<file path="config.mk">
export PLATFORM = sky130hd
export DESIGN_NAME = insertion_sorter_flat
export DESIGN_NICKNAME = d
export VERILOG_FILES = /design/src/rtl/core/isort_pkg.sv /design/src/rtl/core/isort_if.sv /design/src/rtl/core/isort_cell.sv /design/src/rtl/core/insertion_sorter.sv /design/src/flat_wrapper.sv
export SDC_FILE = /design/constraint.sdc
export NUM_CORES = 2
export LEC_CHECK = 0
export BUFFER_PORTS_ARGS = -buffer_cell sky130_fd_sc_hd__buf_2
export CORE_ASPECT_RATIO = 1.5
export CORE_MARGIN = 1.5
export CORE_UTILIZATION = 55
export CTS_BUF_LIST = sky130_fd_sc_hd__clkbuf_8
export CTS_CLUSTER_DIAMETER = 40
export DETAILED_ROUTE_END_ITERATION = 16
export PLACE_DENSITY_LB_ADDON = 0.25
export SKIP_CTS_REPAIR_TIMING = 1
export SYNTH_ARGS = -nofsm -noshare
export SYNTH_HDL_FRONTEND = slang
export SYNTH_SLANG_ARGS = --single-unit
export TNS_END_PERCENT = 10
</file>
<file path="constraint.sdc">
create_clock -name clk_i -period 4.8 [get_ports clk_i]
set_input_delay 0.24 -clock clk_i [delete_from_list [all_inputs] [get_ports clk_i]]
set_output_delay 0.24 -clock clk_i [all_outputs]
set_load 0.02 [all_outputs]
</file>
<file path="src/rtl/core/isort_pkg.sv">
// Shared constants and types for the insertion sorter.
package isort_pkg;

  // Number of cells in the sorting chain
  localparam int unsigned Depth = 16;

  // Width of one sorted element
  localparam int unsigned ValueW = 32;

  // State one cell shows to its neighbours
  typedef struct packed {
    logic                     occ;
    logic                     gt;
    logic signed [ValueW-1:0] value;
  } cell_t;

endpackage

</file>
<file path="src/rtl/core/isort_if.sv">
// Request channels of the insertion sorter: input elements and sorted results.
interface is_in_if;
  logic                                 valid;
  logic                                 ready;
  logic signed [isort_pkg::ValueW-1:0]  value;
  logic                                 last;

  modport source (output valid, output value, output last, input ready);
  modport sink (input valid, input value, input last, output ready);
endinterface

interface is_out_if;
  logic                                 valid;
  logic                                 ready;
  logic signed [isort_pkg::ValueW-1:0]  value_res;
  logic                                 last_res;
  logic                                 overflow;

  modport source (output valid, output value_res, output last_res, output overflow,
                  input ready);
  modport sink (input valid, input value_res, input last_res, input overflow,
                output ready);
endinterface

</file>
<file path="src/rtl/core/isort_cell.sv">
// One cell of the sorting chain: holds a value, inserts in place, drains leftwards.
module isort_cell (
  input  logic                                clk_i,
  input  logic                                rst_ni,
  input  logic                                ins_i,
  input  logic                                shift_i,
  input  logic signed [isort_pkg::ValueW-1:0] val_i,
  input  isort_pkg::cell_t                    left_i,
  input  isort_pkg::cell_t                    right_i,
  output isort_pkg::cell_t                    state_o
);

  logic                                occ_q, occ_d;
  logic signed [isort_pkg::ValueW-1:0] value_q, value_d;
  logic                                gt;

  // Stored value lies strictly above the incoming one: it must move right
  assign gt = occ_q && (value_q > val_i);

  // Insert: shift right past larger values, or take the new value in place; on drain, take the right neighbour's state
  always_comb begin
    occ_d   = occ_q;
    value_d = value_q;
    if (shift_i) begin
      occ_d   = right_i.occ;
      value_d = right_i.value;
    end else if (ins_i) begin
      occ_d = occ_q | left_i.occ;
      if (gt || (!occ_q && left_i.occ)) begin
        value_d = left_i.gt ? left_i.value : val_i;
      end
    end
  end

  always_ff @(posedge clk_i or negedge rst_ni) begin
    if (!rst_ni) begin
      occ_q <= 1'b0;
    end else begin
      occ_q <= occ_d;
    end
  end

  // Payload holds no reset
  always_ff @(posedge clk_i) begin
    value_q <= value_d;
  end

  assign state_o = '{occ: occ_q, gt: gt, value: value_q};

endmodule

</file>
<file path="src/rtl/core/insertion_sorter.sv">
// Insertion sorter: accepts one element per cycle while filling, then drains the batch in order.
// Order: an element is inserted in the cycle it is accepted; after the last one the
// drain flag is registered, then results leave the head cell, one per cycle while taken.
// Input: one element per cycle while filling; input stalls while the chain drains.
// Reset clears occupancy and control flags; the result registers hold no reset.
module insertion_sorter (
  input  logic        clk_i,
  input  logic        rst_ni,
  is_in_if.sink       in_i,
  is_out_if.source    out_o
);

  localparam int unsigned Depth = isort_pkg::Depth;

  isort_pkg::cell_t cells [Depth];
  isort_pkg::cell_t lefts [Depth];
  isort_pkg::cell_t rights [Depth];
  logic [Depth-1:0] occ;

  logic draining_q, draining_d;
  logic dropped_q, dropped_d;
  logic out_valid_q, out_valid_d;
  logic signed [isort_pkg::ValueW-1:0] value_res_q;
  logic last_res_q;
  logic overflow_q;

  logic accept, full, ins, adv, drain_end;

  // Input stalls only while the chain drains
  assign in_i.ready = !draining_q;
  assign accept     = in_i.valid && in_i.ready;
  assign full       = occ[Depth-1];
  assign ins        = accept && !full;
  assign adv        = draining_q && (!out_valid_q || out_o.ready);
  assign drain_end  = adv && !occ[1];

  // Build the chain of cells
  for (genvar i = 0; i < Depth; i++) begin : g_cell
    if (i == 0) begin : g_first
      assign lefts[i] = '{occ: 1'b1, gt: 1'b0, value: '0};
    end else begin : g_mid
      assign lefts[i] = cells[i-1];
    end
    if (i == Depth - 1) begin : g_end
      assign rights[i] = '0;
    end else begin : g_inner
      assign rights[i] = cells[i+1];
    end
    isort_cell u_cell (
      .clk_i   (clk_i),
      .rst_ni  (rst_ni),
      .ins_i   (ins),
      .shift_i (adv),
      .val_i   (in_i.value),
      .left_i  (lefts[i]),
      .right_i (rights[i]),
      .state_o (cells[i])
    );
    assign occ[i] = cells[i].occ;
  end

  // Control: start draining after the last element, stop when the chain empties; flag elements dropped while full
  always_comb begin
    draining_d = draining_q;
    dropped_d  = dropped_q;
    if (accept && full) begin
      dropped_d = 1'b1;
    end
    if (accept && in_i.last) begin
      draining_d = 1'b1;
    end else if (drain_end) begin
      draining_d = 1'b0;
      dropped_d  = 1'b0;
    end
  end

  // Output register: load from the head cell, drop once taken
  always_comb begin
    out_valid_d = out_valid_q;
    if (adv) begin
      out_valid_d = 1'b1;
    end else if (out_o.ready) begin
      out_valid_d = 1'b0;
    end
  end

  always_ff @(posedge clk_i or negedge rst_ni) begin
    if (!rst_ni) begin
      draining_q  <= 1'b0;
      dropped_q   <= 1'b0;
      out_valid_q <= 1'b0;
    end else begin
      draining_q  <= draining_d;
      dropped_q   <= dropped_d;
      out_valid_q <= out_valid_d;
    end
  end

  always_ff @(posedge clk_i) begin
    if (adv) begin
      value_res_q <= cells[0].value;
      last_res_q  <= !occ[1];
      overflow_q  <= dropped_q;
    end
  end

  assign out_o.valid     = out_valid_q;
  assign out_o.value_res = value_res_q;
  assign out_o.last_res  = last_res_q;
  assign out_o.overflow  = overflow_q;

  // Adjacent occupied cells are in ascending order
  logic [Depth-1:0] order_ok;
  assign order_ok[0] = 1'b1;
  for (genvar i = 1; i < Depth; i++) begin : g_chk
    assign order_ok[i] = !occ[i] || (cells[i-1].value <= cells[i].value);
  end

`ifndef SYNTHESIS
  a_occ_prefix : assert property (@(posedge clk_i) disable iff (!rst_ni)
    ((occ + 1'b1) & occ) == '0)
    else $error("occupied cells not contiguous from the head");

  a_sorted : assert property (@(posedge clk_i) disable iff (!rst_ni)
    &order_ok)
    else $error("chain not in ascending order");

  a_drain_start : assert property (@(posedge clk_i) disable iff (!rst_ni)
    $rose(draining_q) |-> occ[0])
    else $error("drain started on an empty chain");

  a_out_hold : assert property (@(posedge clk_i) disable iff (!rst_ni)
    (out_valid_q && !out_o.ready) |=>
      (out_valid_q && $stable(value_res_q) && $stable(last_res_q) &&
       $stable(overflow_q)))
    else $error("stalled result changed before it was taken");
`endif

endmodule
</file>
<file path="src/flat_wrapper.sv">
// flat-port wrapper written by rule: the top's interface ports become plain ports
module insertion_sorter_flat 
  (clk_i, rst_ni, in_i_valid, in_i_value, in_i_last, in_i_ready, out_o_valid, out_o_value_res, out_o_last_res, out_o_overflow, out_o_ready);
  is_in_if in_i_i ();
  is_out_if out_o_i ();
  input  logic clk_i;
  input  logic rst_ni;
  input wire logic [$bits(in_i_i.valid)-1:0] in_i_valid;
  input wire logic [$bits(in_i_i.value)-1:0] in_i_value;
  input wire logic [$bits(in_i_i.last)-1:0] in_i_last;
  output wire logic [$bits(in_i_i.ready)-1:0] in_i_ready;
  output wire logic [$bits(out_o_i.valid)-1:0] out_o_valid;
  output wire logic [$bits(out_o_i.value_res)-1:0] out_o_value_res;
  output wire logic [$bits(out_o_i.last_res)-1:0] out_o_last_res;
  output wire logic [$bits(out_o_i.overflow)-1:0] out_o_overflow;
  input wire logic [$bits(out_o_i.ready)-1:0] out_o_ready;
  assign in_i_i.valid = in_i_valid;
  assign in_i_i.value = in_i_value;
  assign in_i_i.last = in_i_last;
  assign in_i_ready = in_i_i.ready;
  assign out_o_valid = out_o_i.valid;
  assign out_o_value_res = out_o_i.value_res;
  assign out_o_last_res = out_o_i.last_res;
  assign out_o_overflow = out_o_i.overflow;
  assign out_o_i.ready = out_o_ready;
  insertion_sorter u_core (.clk_i(clk_i), .rst_ni(rst_ni), .in_i(in_i_i), .out_o(out_o_i));
endmodule
</file>
==> results.py <==
metrics = {
    "cells_and_area": {
        "finalNonFillerCells": 5337,
        "drive_gt1_frac": 0.09742,
        "fin_area_um2": 44570,
        "nNetsFinal": 4841,
        "area_growth_pct": 10.54,
    },
    "sta": {
        "tightestPinTransition_ns": 1.302,
        "slew_violations": 0,
        "finalHoldViolations": 0,
        "setup_viol": 0,
        "setup_slack_ns": 0.8315,
        "finClkSkew_ns": 0.03725,
        "slew_headroom": 0.1291,
        "period_needed_ns": 3.969,
        "holdWs_ns": 0.009760,
        "fmaxAchievable_mhz": 252.0,
        "grt_setup_unrepaired": "no",
        "finalCritPeriodShare": 0.8268,
    },
    "synthesis": {
        "synth.cell_area_um2": 40320,
        "synth_xor_area_frac": 0,
        "synth_top_family_by_area": "simple AND/OR/NAND/NOR gates",
        "ys_ff_latch": 565,
        "yosysWarnings": 0,
        "synthSimpleGateAreaFrac": 0.2232,
        "ys_seq_area_frac": 0.4105,
        "avgSynthCellArea_um2": 9.369,
        "ys_types": 65,
        "synth-edff-count": 514,
        "synth_compound_area_frac": 0.1771,
        "synthAdderAreaFrac": 0.1489,
        "synth_nets": 4821,
        "muxShareOfSynthArea": 0,
        "syn_inst": 4304,
        "async_flop_share": 0.03363,
        "ys.flop_type": "edfxtp_1",
    },
    "power": {
        "cellLeakagePower_nw": 17.86,
        "power_frac_comb": 0.501,
        "swShare": 0.4759,
        "ir_drop_mv": 0.5617,
        "seqPwrFrac": 0.344,
        "p_int_w": 0.01797,
        "switchingPower_w": 0.01632,
        "cellPowerDensity_nw_per_um2": 769.4,
        "clockPowerShare": 0.154,
        "power_w": 0.03430,
    },
    "placement": {
        "dp_hpwl_um": 107500,
        "place_worst_setup_slack_ns": 0.7416,
        "dpl.cell_count": 5104,
        "place_area_um2": 41910,
        "port_buffers": 72,
        "routabilityCongestion": 0.9646,
    },
    "drt": {
        "first_pass_iters": 7,
        "routedWlPerCell_um": 27.42,
        "drcViolationCount": 0,
        "antenna_left": 0,
        "via_per_inst": 7.067,
        "route.vias.total": 37716,
        "drt_iter0_markers": 4949,
        "routed_wl_um": 146300,
    },
    "setup_path": {
        "r2r_cells": 8,
        "worstSetupPathType": "input pin to register",
        "worstPathCellList": "dlygate4sd3_1 -> buf_2 -> inv_1 -> buf_4 -> ha_1 -> nand4_1 -> nor4_2 -> or3b_1 -> a31oi_4 -> a211oi_1 -> o21ai_4 -> buf_12",
        "cp_data_required_time_ns": 5.28,
        "r2r_end": "u_core.g_cell[0].u_cell.value_q[11]",
        "endpoint_kind": "register",
        "rrSetupSlack_ns": 1.03,
        "critPathArrivalTime_ns": 4.45,
        "crit_fanout": 20,
        "worstReg2RegStart": "u_core.g_cell[0].u_cell.value_q[19]",
        "slowest_delay_ns": 0.70,
        "slowest_stage": "nor4_2",
        "worstSetupStartpointType": "input pin",
    },
    "cts": {
        "h-tree-depth": 3,
        "clock_latency_ns": 0.79,
        "clock_path_buffers": 3,
        "clk_pin_slew_worst_paths_ns": 0.06,
        "cts_tree": "yes",
        "cts_root_buf": "clkbuf_8",
        "clock-sinks": 565,
        "numCtsBuffers": 104,
    },
    "floorplan": {
        "die_area_um2": 74980,
        "dieHeight_um": 334.6,
        "initial_utilization": 0.5560,
        "core_um2": 72520,
        "dieWidth_um": 224.1,
        "rows": 121,
        "io_pins": 73,
    },
    "run": {
        "max-cap-violations": 0,
    },
    "global_routing": {
        "grt_max_degree": 169,
        "grt_pass1_vias": 36547,
        "antenna_found_initial": 4,
        "grt_pass1_wl_um": 218700,
        "grt.overflow.total": 0,
        "track_usage": 0.3830,
    },
    "status": {
        "status": "completed",
    },
    "worst_hold_path": {
        "hp-class": "input pin to asynchronous set/reset pin",
    },
}
-- cells in the mapped netlist (32+ instances only) --
cell	n	area share
nor2_1	51	0.0047
clkbuf_1	267	0.025
inv_1	87	0.0081
a21o_1	40	0.0074
nand2_1	648	0.060
ha_1	480	0.15
and4_1	39	0.0085
o21ai_0	114	0.014
buf_2	48	0.0060
dfxtp_1	32	0.016
o211ai_1	464	0.086
a31oi_1	54	0.0084
edfxtp_1	514	0.38
nand3_1	636	0.079
and2_1	96	0.015
nand4_1	230	0.036
a21oi_1	195	0.024
-- area by class of cell --
| cell class | count | area, um2 |
|---|---|---|
| Fill cell | 6185 | 27940 |
| Multi-Input combinational cell | 3328 | 22400 |
| Sequential cell | 565 | 16550 |
| Timing Repair Buffer | 238 | 1834 |
| Clock buffer | 113 | 1555 |
| Tap cell | 922 | 1154 |
| Clock inverter | 83 | 747.0 |
| Inverter | 87 | 334.1 |
| Antenna cell | 1 | 2.502 |
-- how the worst max path moves through the flow --
stage                                                 to                                  from  cells after the start  slack, ns
floorplan             u_core.g_cell[5].u_cell.value_q[0]                        in_i_value[15]                     10      -0.07
global placement     u_core.g_cell[2].u_cell.value_q[26]                        in_i_value[27]                     11       0.78
detailed placement   u_core.g_cell[2].u_cell.value_q[28]                        in_i_value[27]                     11       0.74
CTS                 u_core.g_cell[13].u_cell.value_q[15]  u_core.g_cell[13].u_cell.value_q[25]                      9       1.12
global route        u_core.g_cell[13].u_cell.value_q[15]                        in_i_value[27]                     12       0.78
finish               u_core.g_cell[2].u_cell.value_q[26]                        in_i_value[27]                     12       0.83
-- power by group through the flow --
| stage | clock network (W) | registers [W] | logic (W) |
|---|---|---|---|
| after floorplan | 0 | 0.0109 | 0.0115 |
| after global placement | 0 | 0.0117 | 0.0161 |
| after detailed placement | 0 | 0.0117 | 0.0166 |
| after CTS | 0.00530 | 0.0116 | 0.0167 |
| after global routing | 0.00550 | 0.0120 | 0.0186 |
| final | 0.00530 | 0.0118 | 0.0172 |
-- per-layer routing --
metal	wire (um)	vias up	global-route usage
met3	12780	576	0.05730
met2	68860	2378	0.6285
met5	13	-	0
met4	11270	2	0.2765
met1	53420	17991	0.4586
li1	-	16769	-
-- through the flow --
stage                       util  TNS, ns
after floorplan                -   -10.36
after global placement    0.5779        0
after detailed placement  0.5779        0
after CTS                 0.6097        0
after global routing      0.6147        0
final                     0.6147        0
-- sequential cells by signal, summed over array words and instances (netlist names) --
name and flops:
u_core.out_o.value_res 32, u_core.g_cell.u_cell.value_q 512, u_core.out_o.valid 1, u_core.out_o.overflow 1, u_core.dropped_q 1, u_core.draining_q 1, u_core.g_cell.u_cell.occ_q 16, u_core.out_o.last_res 1
-- kinds of logic (layout without fill, tap and decap cells) --
| kind of cell | after synthesis | after routing |
|---|---|---|
| AO/OA/AOI/OAI | 1041 | 1041 |
| buffers and inverters | 411 | 521 |
| flip-flops | 565 | 565 |
| AND/OR/NAND/NOR | 1807 | 1807 |
| adder cells (fa/ha/maj) | 480 | 480 |
| other | 0 | 1 |
-- cells in the final DEF (no fill, tap or decap), types with 16 or more instances in the layout --
master,Yosys,routed
a211oi_1,29,29
a21boi_0,26,26
a21o_1,40,40
a21oi_1,195,195
a221oi_1,16,16
a31oi_1,54,46
and2_1,96,96
and4_1,39,39
buf_2,48,72
buf_4,1,119
clkbuf_8,0,113
clkinv_1,0,17
dfrtp_1,19,19
dfxtp_1,32,32
dlygate4sd3_1,0,36
edfxtp_1,514,514
ha_1,480,480
inv_1,87,115
nand2_1,648,647
nand3_1,636,635
nand4_1,230,230
nor2_1,51,49
nor2b_1,27,27
o211ai_1,464,464
o21ai_0,114,101
or4_1,25,25
-- worst max-delay path: cells and delay by family --
kind                     cells  cell delay [ns]
adder cells (fa/ha/maj)      1             0.18
AND/OR/NAND/NOR              3             1.43
buffers and inverters        5             1.74
AO/OA/AOI/OAI                3             0.83
No activity file was read; power rests on OpenSTA's default activity.
